<file path="src/sv/spwi_pkg.sv">
// Shared constants, register codes and divider handshake types for the
// servo position loop. No dependencies.
package spwi_pkg;

  localparam int WINDOW_LENGTH_DEF = 16;

  // Field widths
  localparam int POS_W   = 10;
  localparam int IVL_W   = 16;
  localparam int ERR_W   = 11;
  localparam int DIFF_W  = 12;
  localparam int GAIN_W  = 16;
  localparam int MPWR_W  = 9;
  localparam int MAG_W   = 8;

  // Internal term widths
  localparam int TERM_W  = 18;   // p and i after the Q8.8 shift
  localparam int DTERM_W = 20;   // d after division by 256*interval
  localparam int TOT_W   = 21;   // p + i + d
  localparam int DRIVE_W = 18;   // drive before clamp
  localparam int MUL_A_W = 21;
  localparam int PROD_W  = MUL_A_W + GAIN_W;
  localparam int DIV_W   = 28;

  localparam int SCALE_NUM = 255;
  localparam int SCALE_DEN = 1023;

  // Ports
  localparam int CFG_AW   = 5;
  localparam int CFG_DW   = 32;
  localparam int S_DATA_W = 32;
  localparam int M_DATA_W = 24;

  typedef enum logic [2:0] {
    REG_POSITION_MODE = 3'd0,
    REG_GOAL_POSITION = 3'd1,
    REG_MANUAL_POWER  = 3'd2,
    REG_GAIN_P        = 3'd3,
    REG_GAIN_I        = 3'd4,
    REG_GAIN_D        = 3'd5,
    REG_MAX_POWER     = 3'd6
  } reg_idx_t;

  typedef struct packed {
    logic             start;
    logic [DIV_W-1:0] dividend;
    logic [DIV_W-1:0] divisor;
  } div_req_t;

  typedef struct packed {
    logic             done;
    logic [DIV_W-1:0] quotient;
  } div_rsp_t;

endpackage

</file>
<file path="src/sv/spwi_ram.sv">
// Generic single-port-write, single-port-read RAM with registered read.
// No dependencies.
module spwi_ram #(
  parameter int WIDTH = 8,
  parameter int DEPTH = 16,
  localparam int AW = (DEPTH > 1) ? $clog2(DEPTH) : 1
) (
  input  logic             clk,
  input  logic             we,
  input  logic [AW-1:0]    waddr,
  input  logic [WIDTH-1:0] wdata,
  input  logic [AW-1:0]    raddr,
  output logic [WIDTH-1:0] rdata
);

  logic [WIDTH-1:0] mem [DEPTH];

  always_ff @(posedge clk) begin
    if (we) begin
      mem[waddr] <= wdata;
    end
    rdata <= mem[raddr];
  end

endmodule

</file>
<file path="src/sv/spwi_div.sv">
// Restoring unsigned divider, one quotient bit per cycle.
// Depends on spwi_pkg.
module spwi_div (
  input  logic              clk,
  input  logic              rst,
  input  spwi_pkg::div_req_t req,
  output spwi_pkg::div_rsp_t rsp
);
  import spwi_pkg::*;

  localparam int CNT_W = $clog2(DIV_W);

  logic             busy;
  logic             done;
  logic [CNT_W-1:0] cnt;
  logic [DIV_W:0]   rem;
  logic [DIV_W-1:0] quo;
  logic [DIV_W-1:0] dvs;
  logic [DIV_W:0]   shifted;
  logic [DIV_W:0]   trial;

  assign shifted = {rem[DIV_W-1:0], quo[DIV_W-1]};
  assign trial   = shifted - {1'b0, dvs};

  always_ff @(posedge clk) begin
    if (rst) begin
      busy <= 1'b0;
      done <= 1'b0;
      cnt  <= '0;
    end else begin
      done <= 1'b0;
      if (req.start) begin
        busy <= 1'b1;
        cnt  <= CNT_W'(DIV_W - 1);
      end else if (busy) begin
        if (cnt == '0) begin
          busy <= 1'b0;
          done <= 1'b1;
        end
        cnt <= cnt - 1'b1;
      end
    end
  end

  always_ff @(posedge clk) begin
    if (req.start) begin
      rem <= '0;
      quo <= req.dividend;
      dvs <= req.divisor;
    end else if (busy) begin
      if (!trial[DIV_W]) begin
        rem <= trial;
        quo <= {quo[DIV_W-2:0], 1'b1};
      end else begin
        rem <= shifted;
        quo <= {quo[DIV_W-2:0], 1'b0};
      end
    end
  end

  assign rsp.done     = done;
  assign rsp.quotient = quo;

endmodule

</file>
<file path="src/sv/servo_pid_window_integral.sv">
// Servo position loop with a PID whose I term is a moving-window average.
// Depends on spwi_pkg, spwi_ram and spwi_div.
//
// Each transfer on the s_ side is one loop tick (position sample and the
// previous interval in ms) and yields exactly one transfer on the m_ side
// (drive magnitude, direction bits and the echoed position). In manual power
// mode a tick goes straight from idle to the clamp step; in position mode it
// runs the whole sequence. The 28-step restoring divider is used only for the
// derivative division by 256*interval. The window average is a reciprocal
// multiply followed by a one-step remainder fix, and the 255/1023 output
// scaling is a multiply by 255 followed by a shift-add estimate of the
// division by 1023 and the same fix. A single 21x16 multiplier forms the
// three gain products, the reciprocal product and the scaling product in
// turn. s_tready is high only while the sequencer is idle; a finished result
// sits in the output register, so the next tick can be taken before the
// previous result is collected. A tick that finishes while that register is
// still full waits in the clamp step until m_ takes the previous result. The
// error window lives in a RAM of WINDOW_LENGTH entries with a valid bit per
// entry, so reset, gain writes and entry into position mode clear it at once.
// Configuration writes are expected only while no tick is in flight.
module servo_pid_window_integral #(
  parameter int WINDOW_LENGTH = spwi_pkg::WINDOW_LENGTH_DEF
) (
  input  logic                          clk,
  input  logic                          rst,
  // configuration
  input  logic                          psel,
  input  logic                          penable,
  input  logic                          pwrite,
  input  logic [spwi_pkg::CFG_AW-1:0]   paddr,
  input  logic [spwi_pkg::CFG_DW-1:0]   pwdata,
  output logic [spwi_pkg::CFG_DW-1:0]   prdata,
  output logic                          pready,
  // tick input
  input  logic                          s_tvalid,
  output logic                          s_tready,
  // [9:0] position_sample, [25:10] interval_ms, rest zero
  input  logic [spwi_pkg::S_DATA_W-1:0] s_tdata,
  // drive output
  output logic                          m_tvalid,
  input  logic                          m_tready,
  // [7:0] drive_magnitude, [8] drive_forward, [9] drive_reverse,
  // [19:10] measured_position, rest zero
  output logic [spwi_pkg::M_DATA_W-1:0] m_tdata
);
  import spwi_pkg::*;

  localparam int WIN_AW    = (WINDOW_LENGTH > 1) ? $clog2(WINDOW_LENGTH) : 1;
  localparam int SUM_W     = ERR_W + $clog2(WINDOW_LENGTH);
  localparam int SUM_LIMIT = (2**POS_W - 1) * WINDOW_LENGTH;
  localparam logic [WIN_AW-1:0] LAST_SLOT = WIN_AW'(WINDOW_LENGTH - 1);

  // Window average: |sum| < 2**(SUM_W-1), so with this shift the reciprocal
  // error over the whole sum stays under 1/16 and the estimate is at most
  // one low.
  localparam int AVG_SHIFT = 14 + $clog2(WINDOW_LENGTH);
  localparam int AVG_RECIP = (2**AVG_SHIFT) / WINDOW_LENGTH;

  // SCALE_DEN is 2**SCALE_SH - 1: x/1023 ~ (x + x>>10 + x>>20) >> 10, at most
  // one low for a 28-bit x.
  localparam int SCALE_SH = $clog2(SCALE_DEN);

  typedef enum logic [12:0] {
    ST_IDLE      = 13'b0_0000_0000_0001,
    ST_WIN       = 13'b0_0000_0000_0010,
    ST_AVG_MUL   = 13'b0_0000_0000_0100,
    ST_AVG_EST   = 13'b0_0000_0000_1000,
    ST_AVG_FIX   = 13'b0_0000_0001_0000,
    ST_MUL_I     = 13'b0_0000_0010_0000,
    ST_MUL_D     = 13'b0_0000_0100_0000,
    ST_D_GO      = 13'b0_0000_1000_0000,
    ST_D_DIV     = 13'b0_0001_0000_0000,
    ST_SCALE_MUL = 13'b0_0010_0000_0000,
    ST_SCALE_EST = 13'b0_0100_0000_0000,
    ST_SCALE_FIX = 13'b0_1000_0000_0000,
    ST_CLAMP     = 13'b1_0000_0000_0000
  } state_t;

  // Truncate a Q8.8 product toward zero.
  function automatic logic signed [TERM_W-1:0] shr8_tz(input logic signed [PROD_W-1:0] x);
    logic signed [PROD_W-1:0] t;
    t = x + (x[PROD_W-1] ? PROD_W'(255) : PROD_W'(0));
    return TERM_W'(t >>> 8);
  endfunction

  state_t state;

  // configuration registers
  logic                     position_mode;
  logic [POS_W-1:0]         goal_position;
  logic signed [MPWR_W-1:0] manual_power;
  logic signed [GAIN_W-1:0] gain_p;
  logic signed [GAIN_W-1:0] gain_i;
  logic signed [GAIN_W-1:0] gain_d;
  logic [MAG_W-1:0]         max_power;

  // loop state
  logic [WIN_AW-1:0]        win_idx;
  logic [WIN_AW-1:0]        win_idx_next;
  logic [WINDOW_LENGTH-1:0] win_valid;
  logic signed [SUM_W-1:0]  err_sum;
  logic signed [ERR_W-1:0]  prev_err;

  // datapath registers
  logic [POS_W-1:0]          pos_r;
  logic [IVL_W-1:0]          ivl_r;
  logic signed [ERR_W-1:0]   err_r;
  logic signed [ERR_W-1:0]   avg_r;
  logic signed [TERM_W-1:0]  p_r;
  logic signed [TERM_W-1:0]  i_r;
  logic signed [TOT_W-1:0]   tot_r;
  logic signed [DRIVE_W-1:0] drive_r;
  logic signed [PROD_W-1:0]  prod;
  logic                      q_neg;
  logic [DRIVE_W-1:0]        q_est;

  // output register
  logic [MAG_W-1:0] out_mag;
  logic             out_fwd;
  logic [POS_W-1:0] out_pos;

  // combinational
  logic                      cfg_wr;
  reg_idx_t                  cfg_idx;
  logic                      win_clear;
  logic                      s_acc;
  logic [POS_W-1:0]          s_pos;
  logic [IVL_W-1:0]          s_ivl;
  logic signed [ERR_W-1:0]   err_new;
  logic [ERR_W-1:0]          ram_rdata;
  logic signed [ERR_W-1:0]   old_err;
  logic signed [SUM_W-1:0]   sum_new;
  logic [SUM_W-1:0]          sum_mag;
  logic [PROD_W-1:0]         prod_mag;
  logic signed [DIFF_W-1:0]  err_diff;
  logic                      mul_en;
  logic signed [MUL_A_W-1:0] mul_a;
  logic signed [GAIN_W-1:0]  mul_b;
  logic [SUM_W:0]            avg_rem;
  logic                      avg_bump;
  logic [DIV_W-1:0]          scl_x;
  logic [DIV_W:0]            scl_t;
  logic [DIV_W:0]            scl_rem;
  logic                      scl_bump;
  logic                      fix_bump;
  logic [DRIVE_W-1:0]        q_fix;
  logic signed [DRIVE_W:0]   q_signed;
  logic signed [DIV_W:0]     q_s;
  logic signed [DIV_W:0]     d_signed;
  logic signed [DTERM_W-1:0] d_term;
  logic                      drv_neg;
  logic [DRIVE_W-1:0]        drv_mag;
  logic [MAG_W-1:0]          mag_clamped;
  logic                      out_load;
  div_req_t                  div_req;
  div_rsp_t                  div_rsp;

  // ---------------- configuration port ----------------
  assign pready  = 1'b1;
  assign cfg_wr  = psel && penable && pwrite && pready;
  assign cfg_idx = reg_idx_t'(paddr[CFG_AW-1:2]);

  // Gain writes and entry into position mode restart the window.
  assign win_clear = cfg_wr &&
                     ((cfg_idx == REG_GAIN_P) || (cfg_idx == REG_GAIN_I) ||
                      (cfg_idx == REG_GAIN_D) ||
                      ((cfg_idx == REG_POSITION_MODE) && pwdata[0] && !position_mode));

  always_comb begin
    case (cfg_idx)
      REG_POSITION_MODE: prdata = CFG_DW'(position_mode);
      REG_GOAL_POSITION: prdata = CFG_DW'(goal_position);
      REG_MANUAL_POWER:  prdata = CFG_DW'(manual_power);
      REG_GAIN_P:        prdata = CFG_DW'(gain_p);
      REG_GAIN_I:        prdata = CFG_DW'(gain_i);
      REG_GAIN_D:        prdata = CFG_DW'(gain_d);
      REG_MAX_POWER:     prdata = CFG_DW'(max_power);
      default:           prdata = '0;
    endcase
  end

  // ---------------- input side ----------------
  assign s_tready = (state == ST_IDLE);
  assign s_acc    = s_tvalid && s_tready;
  assign s_pos    = s_tdata[POS_W-1:0];
  assign s_ivl    = s_tdata[POS_W +: IVL_W];
  assign err_new  = $signed({1'b0, s_pos}) - $signed({1'b0, goal_position});

  // ---------------- error window ----------------
  // Slot advances on accept; the RAM read of that slot lands in ST_WIN.
  assign win_idx_next = (win_idx == LAST_SLOT) ? '0 : win_idx + 1'b1;

  spwi_ram #(
    .WIDTH (ERR_W),
    .DEPTH (WINDOW_LENGTH)
  ) u_window (
    .clk   (clk),
    .we    (state == ST_WIN),
    .waddr (win_idx),
    .wdata (err_r),
    .raddr (win_idx_next),
    .rdata (ram_rdata)
  );

  assign old_err  = win_valid[win_idx] ? $signed(ram_rdata) : ERR_W'(0);
  assign sum_new  = err_sum + SUM_W'(err_r) - SUM_W'(old_err);
  assign sum_mag  = err_sum[SUM_W-1] ? -err_sum : err_sum;
  assign prod_mag = prod[PROD_W-1] ? -prod : prod;
  assign err_diff = DIFF_W'(err_r) - DIFF_W'(prev_err);

  // ---------------- shared multiplier ----------------
  always_comb begin
    mul_en = 1'b1;
    case (state)
      ST_WIN: begin
        mul_a = MUL_A_W'(err_r);
        mul_b = gain_p;
      end
      ST_AVG_MUL: begin
        mul_a = MUL_A_W'(sum_mag);
        mul_b = GAIN_W'(AVG_RECIP);
      end
      ST_MUL_I: begin
        mul_a = MUL_A_W'(avg_r);
        mul_b = gain_i;
      end
      ST_MUL_D: begin
        mul_a = MUL_A_W'(err_diff);
        mul_b = gain_d;
      end
      ST_SCALE_MUL: begin
        mul_a = MUL_A_W'(tot_r);
        mul_b = GAIN_W'(SCALE_NUM);
      end
      default: begin
        mul_en = 1'b0;
        mul_a  = MUL_A_W'(err_r);
        mul_b  = gain_p;
      end
    endcase
  end

  // ---------------- constant divisions ----------------
  // Window average: remainder of |sum| against the estimate decides the bump.
  assign avg_rem  = (SUM_W+1)'(sum_mag) - (SUM_W+1)'(q_est * WINDOW_LENGTH);
  assign avg_bump = (avg_rem >= (SUM_W+1)'(WINDOW_LENGTH));

  // Output scaling: |(p+i+d)*255| divided by 1023.
  assign scl_x    = prod_mag[DIV_W-1:0];
  assign scl_t    = (DIV_W+1)'(scl_x) + (DIV_W+1)'(scl_x >> SCALE_SH) +
                    (DIV_W+1)'(scl_x >> (2 * SCALE_SH));
  assign scl_rem  = (DIV_W+1)'(scl_x) - (DIV_W+1)'(q_est * SCALE_DEN);
  assign scl_bump = (scl_rem >= (DIV_W+1)'(SCALE_DEN));

  // Divisors are all positive: quotient takes the dividend's sign.
  assign fix_bump = (state == ST_AVG_FIX) ? avg_bump : scl_bump;
  assign q_fix    = q_est + DRIVE_W'(fix_bump);
  assign q_signed = q_neg ? -$signed({1'b0, q_fix}) : $signed({1'b0, q_fix});

  // ---------------- shared divider (derivative term) ----------------
  always_comb begin
    div_req.start    = (state == ST_D_GO);
    div_req.dividend = prod_mag[DIV_W-1:0];
    div_req.divisor  = DIV_W'({ivl_r, 8'b0});
  end

  spwi_div u_div (
    .clk (clk),
    .rst (rst),
    .req (div_req),
    .rsp (div_rsp)
  );

  assign q_s      = $signed({1'b0, div_rsp.quotient});
  assign d_signed = q_neg ? -q_s : q_s;
  assign d_term   = DTERM_W'(d_signed);

  // ---------------- clamp ----------------
  assign drv_neg     = drive_r[DRIVE_W-1];
  assign drv_mag     = drv_neg ? -drive_r : drive_r;
  assign mag_clamped = (drv_mag > DRIVE_W'(max_power)) ? max_power : drv_mag[MAG_W-1:0];
  assign out_load    = (state == ST_CLAMP) && (!m_tvalid || m_tready);

  // ---------------- sequencer and control state ----------------
  always_ff @(posedge clk) begin
    if (rst) begin
      state         <= ST_IDLE;
      m_tvalid      <= 1'b0;
      position_mode <= 1'b0;
      goal_position <= '0;
      manual_power  <= '0;
      gain_p        <= '0;
      gain_i        <= '0;
      gain_d        <= '0;
      max_power     <= '1;
      win_idx       <= '0;
      win_valid     <= '0;
      err_sum       <= '0;
      prev_err      <= '0;
    end else begin
      if (out_load) begin
        m_tvalid <= 1'b1;
      end else if (m_tvalid && m_tready) begin
        m_tvalid <= 1'b0;
      end

      if (cfg_wr) begin
        case (cfg_idx)
          REG_POSITION_MODE: position_mode <= pwdata[0];
          REG_GOAL_POSITION: goal_position <= pwdata[POS_W-1:0];
          REG_MANUAL_POWER:  manual_power  <= pwdata[MPWR_W-1:0];
          REG_GAIN_P:        gain_p        <= pwdata[GAIN_W-1:0];
          REG_GAIN_I:        gain_i        <= pwdata[GAIN_W-1:0];
          REG_GAIN_D:        gain_d        <= pwdata[GAIN_W-1:0];
          REG_MAX_POWER:     max_power     <= pwdata[MAG_W-1:0];
          default: ;
        endcase
      end

      if (win_clear) begin
        win_idx   <= '0;
        win_valid <= '0;
        err_sum   <= '0;
      end else if (s_acc && position_mode) begin
        win_idx <= win_idx_next;
      end else if (state == ST_WIN) begin
        err_sum            <= sum_new;
        win_valid[win_idx] <= 1'b1;
      end

      case (state)
        ST_IDLE: begin
          if (s_acc) begin
            state <= position_mode ? ST_WIN : ST_CLAMP;
          end
        end
        ST_WIN:     state <= ST_AVG_MUL;
        ST_AVG_MUL: state <= ST_AVG_EST;
        ST_AVG_EST: state <= ST_AVG_FIX;
        ST_AVG_FIX: state <= ST_MUL_I;
        ST_MUL_I:   state <= ST_MUL_D;
        ST_MUL_D: begin
          prev_err <= err_r;
          state    <= ST_D_GO;
        end
        ST_D_GO: state <= ST_D_DIV;
        ST_D_DIV: begin
          if (div_rsp.done) begin
            state <= ST_SCALE_MUL;
          end
        end
        ST_SCALE_MUL: state <= ST_SCALE_EST;
        ST_SCALE_EST: state <= ST_SCALE_FIX;
        ST_SCALE_FIX: state <= ST_CLAMP;
        ST_CLAMP: begin
          if (out_load) begin
            state <= ST_IDLE;
          end
        end
        default: state <= ST_IDLE;
      endcase
    end
  end

  // ---------------- datapath ----------------
  always_ff @(posedge clk) begin
    if (s_acc) begin
      pos_r   <= s_pos;
      ivl_r   <= (s_ivl == '0) ? IVL_W'(1) : s_ivl;
      err_r   <= err_new;
      drive_r <= DRIVE_W'(manual_power);
    end
    if (mul_en) begin
      prod <= mul_a * mul_b;
    end
    case (state)
      ST_AVG_MUL: begin
        p_r   <= shr8_tz(prod);
        q_neg <= err_sum[SUM_W-1];
      end
      ST_AVG_EST: q_est <= DRIVE_W'(prod_mag >> AVG_SHIFT);
      ST_AVG_FIX: avg_r <= ERR_W'(q_signed);
      ST_MUL_D:   i_r   <= shr8_tz(prod);
      ST_D_GO:    q_neg <= prod[PROD_W-1];
      ST_D_DIV: begin
        if (div_rsp.done) begin
          tot_r <= TOT_W'(p_r) + TOT_W'(i_r) + TOT_W'(d_term);
        end
      end
      ST_SCALE_EST: begin
        q_neg <= prod[PROD_W-1];
        q_est <= DRIVE_W'(scl_t >> SCALE_SH);
      end
      ST_SCALE_FIX: drive_r <= DRIVE_W'(q_signed);
      default: ;
    endcase
    if (out_load) begin
      out_mag <= mag_clamped;
      out_fwd <= !drv_neg && (mag_clamped != '0);
      out_pos <= pos_r;
    end
  end

  assign m_tdata = {{(M_DATA_W - POS_W - 2 - MAG_W){1'b0}}, out_pos, !out_fwd, out_fwd, out_mag};

`ifndef ASSERT_OFF
  a_sum_bound: assert property (@(posedge clk) disable iff (rst)
    (err_sum <= SUM_LIMIT) && (err_sum >= -SUM_LIMIT))
    else $error("window sum out of range");

  a_result_from_clamp: assert property (@(posedge clk) disable iff (rst)
    $rose(m_tvalid) |-> $past(state == ST_CLAMP))
    else $error("result raised outside clamp step");

  a_manual_skips_loop: assert property (@(posedge clk) disable iff (rst)
    (s_acc && !position_mode) |=> (state == ST_CLAMP))
    else $error("manual tick entered the loop datapath");

  a_div_done_waited: assert property (@(posedge clk) disable iff (rst)
    div_rsp.done |-> (state == ST_D_DIV))
    else $error("divider finished with no one waiting");
`endif

endmodule
</file>
<file path="config.mk">
export PLATFORM = sky130hd
export DESIGN_NAME = servo_pid_window_integral
export DESIGN_NICKNAME = d
export VERILOG_FILES = /design/src/sv/spwi_pkg.sv /design/src/sv/spwi_ram.sv /design/src/sv/spwi_div.sv /design/src/sv/servo_pid_window_integral.sv
export SDC_FILE = /design/constraint.sdc
export NUM_CORES = 2
export LEC_CHECK = 0
export ABC_CLOCK_PERIOD_IN_PS = 8530
export BUFFER_PORTS_ARGS = -buffer_cell sky130_fd_sc_hd__buf_2
export CORE_ASPECT_RATIO = 0.6
export CORE_UTILIZATION = 30
export CTS_CLUSTER_SIZE = 8
export DETAILED_ROUTE_END_ITERATION = 10
export GPL_ROUTABILITY_DRIVEN = 0
export SYNTH_ARGS = -nofsm -noshare
export SYNTH_HDL_FRONTEND = slang
export SYNTH_SLANG_ARGS = --single-unit
</file>
<file path="constraint.sdc">
create_clock -name clk -period 8.53 [get_ports clk]
set_input_delay 0.853 -clock clk [delete_from_list [all_inputs] [get_ports clk]]
set_output_delay 0.853 -clock clk [all_outputs]
set_load 0.01 [all_outputs]
</file>
* Yosys cells after proc, flatten, opt, wreduce, memory -nomap -nowiden
Memory sizes are Yosys's and may differ from the RTL's. A register that Yosys moved wholly into a read port is not among the register bits. Cells that the tools add are included.
Word-level totals: logic and storage cells 172, memories kept 1, register bits 413, RAM bits 176, bits of input ports 76
Operators by class: add/subtract/negate cells 20, $lt $le $gt $ge 5, multiplexer cells 41, bitwise logic cells 3, multipliers 2, reduce and logical (&&, ||, !) cells 43, eq/ne operators 23
Memories:
- u_window.mem | words 16, bits a word 11, read ports 1, clocked after memory_dff 1, write ports 1, RTL line spwi_ram.sv:16 | logic [WIDTH-1:0] mem [DEPTH];
Operator list (count):
- case mux 32 bit (7 select lines) | 1
- case mux 13 bit (13 select lines) | 1
- two-way mux 28 bit | 3
- case mux 21 bit (4 select lines) | 1
- two-way mux 18 bit | 4
- case mux 16 bit (4 select lines) | 1
- two-way mux 13 bit | 4
- multiplier 21 x 16 -> 37 bit | 1
- two-way mux 36 bit | 1
- negator 18 bit | 2
- negator 36 bit | 1
- case mux 18 bit (2 select lines) | 1
- greater-or-equal comparator 29 x 10 -> 1 bit (second input constant) | 1
- subtractor 28 x 28 -> 29 bit | 1
- subtractor 29 x 24 -> 29 bit | 1
- adder 28 x 18 -> 28 bit | 1
- adder 28 x 8 -> 28 bit | 1
- multiplier 18 x 10 -> 28 bit (second input constant) | 1
- adder 26 x 9 -> 26 bit | 1
- adder 19 x 20 -> 21 bit | 1
- two-way mux 20 bit | 1
- negator 20 bit | 1
- adder 18 x 18 -> 19 bit | 1
- adder 18 x 1 -> 18 bit | 1
- other kinds (55) | 104

* Longest topological paths before layout
depth in word-level cells 9, depth in mapped cells 40, depth with buffers taken out 39

* Cells and area by module
A second synthesis with hierarchy kept.
Unflattened totals: cell total of the unflattened synthesis 5055, area, all modules 50998.9 µm²
By module, submodules not included:
- servo_pid_window_integral | cells an instance 4238, seq. area each 8668.3 µm², area an instance 38729.6 µm², instances 1
- spwi_ram | cells an instance 305, seq. area each 5505.3 µm², area an instance 6998.0 µm², instances 1
- spwi_div | cells an instance 512, seq. area each 2382.3 µm², area an instance 5271.3 µm², instances 1

* Worst setup path before layout
No wires, ideal clock.
kind register to register, from register state[3], to register prod[36] (data pin), setup time 0.260 ns, arrival time 8.630 ns, stages on the path, launching flop included 34, data required time 8.270 ns, setup slack -0.360 ns, cell sequence dfxtp_1 > or4_1 > nor3_1 > nand3b_1 > inv_1 > clkbuf_1 > clkbuf_1 > a222oi_1 > o211ai_1 > a21boi_1 > nand2_1 > fa_1 > inv_1 > fa_1 > inv_1 > fa_1 > inv_1 > fa_1 > inv_1 > fa_1 > inv_1 > fa_1 > ha_1 > a21o_1 > a221oi_1 > o21ai_0 > a21oi_1 > a31oi_1 > o31a_1 > a31o_1 > o21ai_1 > o21ai_1 > a21oi_1 > xnor2_1
On the way: cells in the longest elaborated chain, start to end 3
RTL lines:
- start: declaration | RTL line servo_pid_window_integral.sv:86 | state_t state;
- start signal: assignment | RTL line servo_pid_window_integral.sv:334 | state <= position_mode ? ST_WIN : ST_CLAMP;
- == test 13 x 10 -> 1 bit, or another cell as far along | RTL line servo_pid_window_integral.sv:214 | case (state)
- case mux 21 bit (4 select lines) / case mux 16 bit (4 select lines) (equally long branches) | RTL line servo_pid_window_integral.sv:214
- multiplier 21 x 16 -> 37 bit (*) | RTL line servo_pid_window_integral.sv:374 | prod <= mul_a * mul_b;
- end signal: assignment | RTL line servo_pid_window_integral.sv:374
- end: declaration | RTL line servo_pid_window_integral.sv:113 | logic signed [PROD_W-1:0] prod;
Mark *: on every way between the ends. The rest lies on a longest branch, timed or not. A chain may end at the register's enable or synchronous reset.

* Worst setup path in the final report
from register prod[0], to register drive_r[17] (data pin)
On the way: cells in the longest elaborated chain, start to end 9
RTL lines:
- negator 36 bit | RTL line servo_pid_window_integral.sv:208 | assign prod_mag = prod[PROD_W-1] ? -prod : prod;
- two-way mux 36 bit (*) | RTL line servo_pid_window_integral.sv:208
- subtractor 28 x 28 -> 29 bit (*) | RTL line servo_pid_window_integral.sv:252 | assign scl_rem = (DIV_W+1)'(scl_x) - (DIV_W+1)'(q_est * SCALE_DEN);
- greater-or-equal comparator 29 x 10 -> 1 bit (*) | RTL line servo_pid_window_integral.sv:253 | assign scl_bump = (scl_rem >= (DIV_W+1)'(SCALE_DEN));
- two-way mux 1 bit (*) | RTL line servo_pid_window_integral.sv:256 | assign fix_bump = (state == ST_AVG_FIX) ? avg_bump : scl_bump;
- adder 18 x 1 -> 18 bit (*) | RTL line servo_pid_window_integral.sv:257 | assign q_fix = q_est + DRIVE_W'(fix_bump);
- negator 18 bit | RTL line servo_pid_window_integral.sv:258 | assign q_signed = q_neg ? -$signed({1'b0, q_fix}) : $signed({1'b0, q_fix});
- two-way mux 18 bit (*) | RTL line servo_pid_window_integral.sv:258
- two-way mux 18 bit (*) | RTL line servo_pid_window_integral.sv:376 | case (state)
- end signal: assignment | RTL line servo_pid_window_integral.sv:371 | drive_r <= DRIVE_W'(manual_power);
- end signal: assignment | RTL line servo_pid_window_integral.sv:394 | ST_SCALE_FIX: drive_r <= DRIVE_W'(q_signed);
- end: declaration | RTL line servo_pid_window_integral.sv:112 | logic signed [DRIVE_W-1:0] drive_r;
Marks and branches as above.

==> load_flow_metrics.sql <==
INSERT INTO impl_metrics (metric_group, metric, value, unit) VALUES
('sta', 'finalCritPeriodShare', '1.00', ''),
('global_routing', 'grt_start_max_net_pins', '74', ''),
('hold_path', 'hold_class', 'in2reg', ''),
('critical_path', 'cpMostUsedCell', 'sky130_fd_sc_hd__buf_4', ''),
('sta', 'whs', '363', 'ps'),
('pwr', 'p_sw_frac', '0.256', ''),
('sta', 'min_tclk_post_route', '8560', 'ps'),
('final_layout', 'finish.net_count', '6447', ''),
('logic_synthesis', 'synth-simple-area-share', '0.120', ''),
('logic_synthesis', 'yosysTopAreaCellShare', '0.255', ''),
('global_routing', 'via_count_of_the_first_global_routing_pass', '37400', ''),
('cts', 'skew_pair_late_insertion_delay', '690', 'ps'),
('cts', 'clock_root_buffer', 'sky130_fd_sc_hd__clkbuf_16', ''),
('sta', 'hold_violations', '0', ''),
('sta', 'rsz_0062_raised_after_global_routing', 'yes', ''),
('place', 'numPortBuffers', '105', ''),
('pwr', 'total_switching_power', '1.87', 'mW'),
('drt', 'route.antenna.remaining_nets', '0', ''),
('floorplanning', 'die_y', '316', 'um'),
('sta', 'report.final.setup_viol', '1', ''),
('global_routing', 'grt_antenna_before_repair', '5', ''),
('cts', 'cts_sinks', '600', ''),
('status', 'failed_checks', 'negative setup slack', ''),
('floorplanning', 'floorplan.io_pins', '135', ''),
('logic_synthesis', 'synth-seq-cells', '600', ''),
('logic_synthesis', 'compound_cell_area_share_of_the_yosys_netlist', '0.100', ''),
('final_layout', 'insertedDiodeCount', '0', ''),
('critical_path', 'cp.required', '8950', 'ps'),
('drt', 'vias_per_cell', '4.92', ''),
('pwr', 'clock_power_share', '0.451', ''),
('floorplanning', 'core_region_area', '162000', 'sq um'),
('drt', 'initialDrtViolationCount', '3972', ''),
('drt', 'drt-pass1-iter-count', '6', ''),
('pwr', 'cell_internal_pwr', '5.42', 'mW'),
('logic_synthesis', 'post_synth_main_area_contributors', 'sky130_fd_sc_hd__edfxtp_1, sky130_fd_sc_hd__fa_1, sky130_fd_sc_hd__ha_1, sky130_fd_sc_hd__dfxtp_1, sky130_fd_sc_hd__inv_1', ''),
('cts', 'maximum_root_to_sink_buffer_count', '3', ''),
('logic_synthesis', 'dominant_cell_type_by_area_after_synthesis', 'sky130_fd_sc_hd__edfxtp_1', ''),
('sta', 'finalClockSkew', '56.5', 'ps'),
('critical_path', 'end_kind', 'register', ''),
('pwr', 'fin_total_pwr', '7.29', 'mW'),
('cts', 'h_tree_lvls', '3', ''),
('global_routing', 'grt_overflow', '0', ''),
('pwr', 'comb_power_share', '0.106', ''),
('logic_synthesis', 'yosys_warnings', '0', ''),
('sta', 'postLayoutSetupSlackWorst', '-29.3', 'ps'),
('final_layout', 'final-instance-count-excl-fill', '7771', ''),
('critical_path', 'cp_max_delay_cell', 'sky130_fd_sc_hd__fa_1', ''),
('final_layout', 'layout.core_utilization', '0.376', ''),
('critical_path', 'timing.critical_path.slowest_cell_delay', '490', 'ps'),
('place', 'place_worst_setup_slack', '-656', 'ps'),
('final_layout', 'area_growth', '23.6', '%'),
('logic_synthesis', 'syn_inst', '4915', ''),
('global_routing', 'global_route.usage.total', '0.180', ''),
('status', 'outcome', 'finished, violations left', ''),
('pwr', 'sequentialPowerShare', '0.442', ''),
('logic_synthesis', 'post_synth.cell_area_avg', '10.0', 'sq um'),
('drt', 'vias', '38200', ''),
('pwr', 'pwr_density_cell', '120', 'nW/um^2'),
('logic_synthesis', 'yosys.cell_types.count', '97', ''),
('pwr', 'leakagePower', '25.9', 'nW'),
('logic_synthesis', 'synthAdderAreaFrac', '0.282', ''),
('sta', 'tightestPinTransition', '1240', 'ps'),
('sta', 'relSlewSlack', '0.174', ''),
('drt', 'postRouteWirelength', '150', 'mm'),
('floorplanning', 'chipWidth', '525', 'um'),
('logic_synthesis', 'cell_area_synth', '49200', 'sq um'),
('final_layout', 'num-fill-cells', '15900', ''),
('job', 'max_cap_check_violation_count', '0', ''),
('cts', 'cts_tree', 'done', ''),
('logic_synthesis', 'yosysMostFrequentCell', 'sky130_fd_sc_hd__inv_1', ''),
('logic_synthesis', 'synth_top_cells_by_count', 'sky130_fd_sc_hd__inv_1, sky130_fd_sc_hd__nand2_1, sky130_fd_sc_hd__fa_1, sky130_fd_sc_hd__edfxtp_1, sky130_fd_sc_hd__nor2_1', '');
kinds of logic after synthesis:
family	Yosys count
buffers and inverters	1028
other	2
and+or+nand+nor	1317
adders and majority gates	808
AOI/OAI and AO/OA	773
muxes	133
xor gates and xnor gates	254
DFF	600
placed cells by master, fill, tap and decap left out, drive strengths merged, types with 59 or more instances in the layout:
cell type,netlist,final
mux4,59,59
dfxtp,182,182
ha,305,305
mux2i,59,59
edfxtp,418,418
nor3,59,59
xnor2,154,154
nor2,386,386
nand2,551,551
a21oi,239,239
o21ai,188,188
buf,34,756
inv,829,830
xor2,100,100
nand3,59,59
clkbuf,165,141
fa,503,503
worst paths after layout:
check,to,slack (ps),start,cells after the start
hold reg to reg,u_div.dvs[18],410,ivl_r[10],0
hold / removal,pos_r[3],360,s_tdata[3],1
setup reg to reg,drive_r[17],-30,prod[0],40
setup / recovery,drive_r[17],-30,prod[0],40
critical path: cells and delay by family, from the launching register on:
kind                       cells  cell delay [ps]
AOI/OAI and AO/OA              9             1390
xor gates and xnor gates       2              410
adders and majority gates      6             2050
buffers and inverters          9             1200
DFF                            1              430
and+or+nand+nor               14             2770
power by group through the flow:
stage	Combinational (mW)	Clock (mW)	Sequential, mW
2_1_floorplan	0.449	0	3.28
3_3_place_gp	0.712	0	3.28
3_5_place_dp	0.724	0	3.28
4_1_cts	0.740	3.35	3.22
5_1_grt	0.852	3.46	3.23
6_report	0.775	3.29	3.22
layout make-up:
| type | count | area [sq um] | share of cell area |
|---|---|---|---|
| Clock buffer | 141 | 2420 | 0.0398 |
| Clock inverter | 9 | 144 | 0.00237 |
| Inverter | 829 | 3110 | 0.0512 |
| Multi-Input combinational cell | 3290 | 30700 | 0.504 |
| Sequential cell | 600 | 16200 | 0.266 |
| Tap cell | 2146 | 2690 | 0.0442 |
| Timing Repair Buffer | 756 | 5600 | 0.0921 |
what timing repair did:
item	CTS	global route
pin swaps	50	183
setup endpoints to repair	35	35
resized for setup	99	282
hold buffers	0	0
buffers inserted	10	45
endpoints found under the hold margin	0	0
metal layers:
layer  track usage  part of all wire  vias to the layer above
li1              -                 -                    17600
met1         0.281              0.48                    18800
met2         0.230              0.38                     1676
met3        0.0630              0.12                      158
met4        0.0366             0.018                        2
met5             0          0.000087                        -
flip-flops by register name, indices dropped and copies added (netlist names), 15 cells and up:
register	flops
u_div.quo	28
prod	37
gain_p	16
gain_i	16
err_sum	15
u_div.dvs	16
q_est	18
ivl_r	16
gain_d	16
i_r	18
u_window.mem	176
drive_r	18
win_valid	16
tot_r	21
p_r	18
u_div.rem	28
through the flow:
step | instance area (sq um) | TNS, ps
after CTS | 59400 | 0
final | 60800 | -29.3
after detailed placement | 56300 | -9510
after global routing | 60800 | -2380
after floorplan | 49200 | 0
after global placement | 56300 | -6760
(Power assumes the default switching activity.)
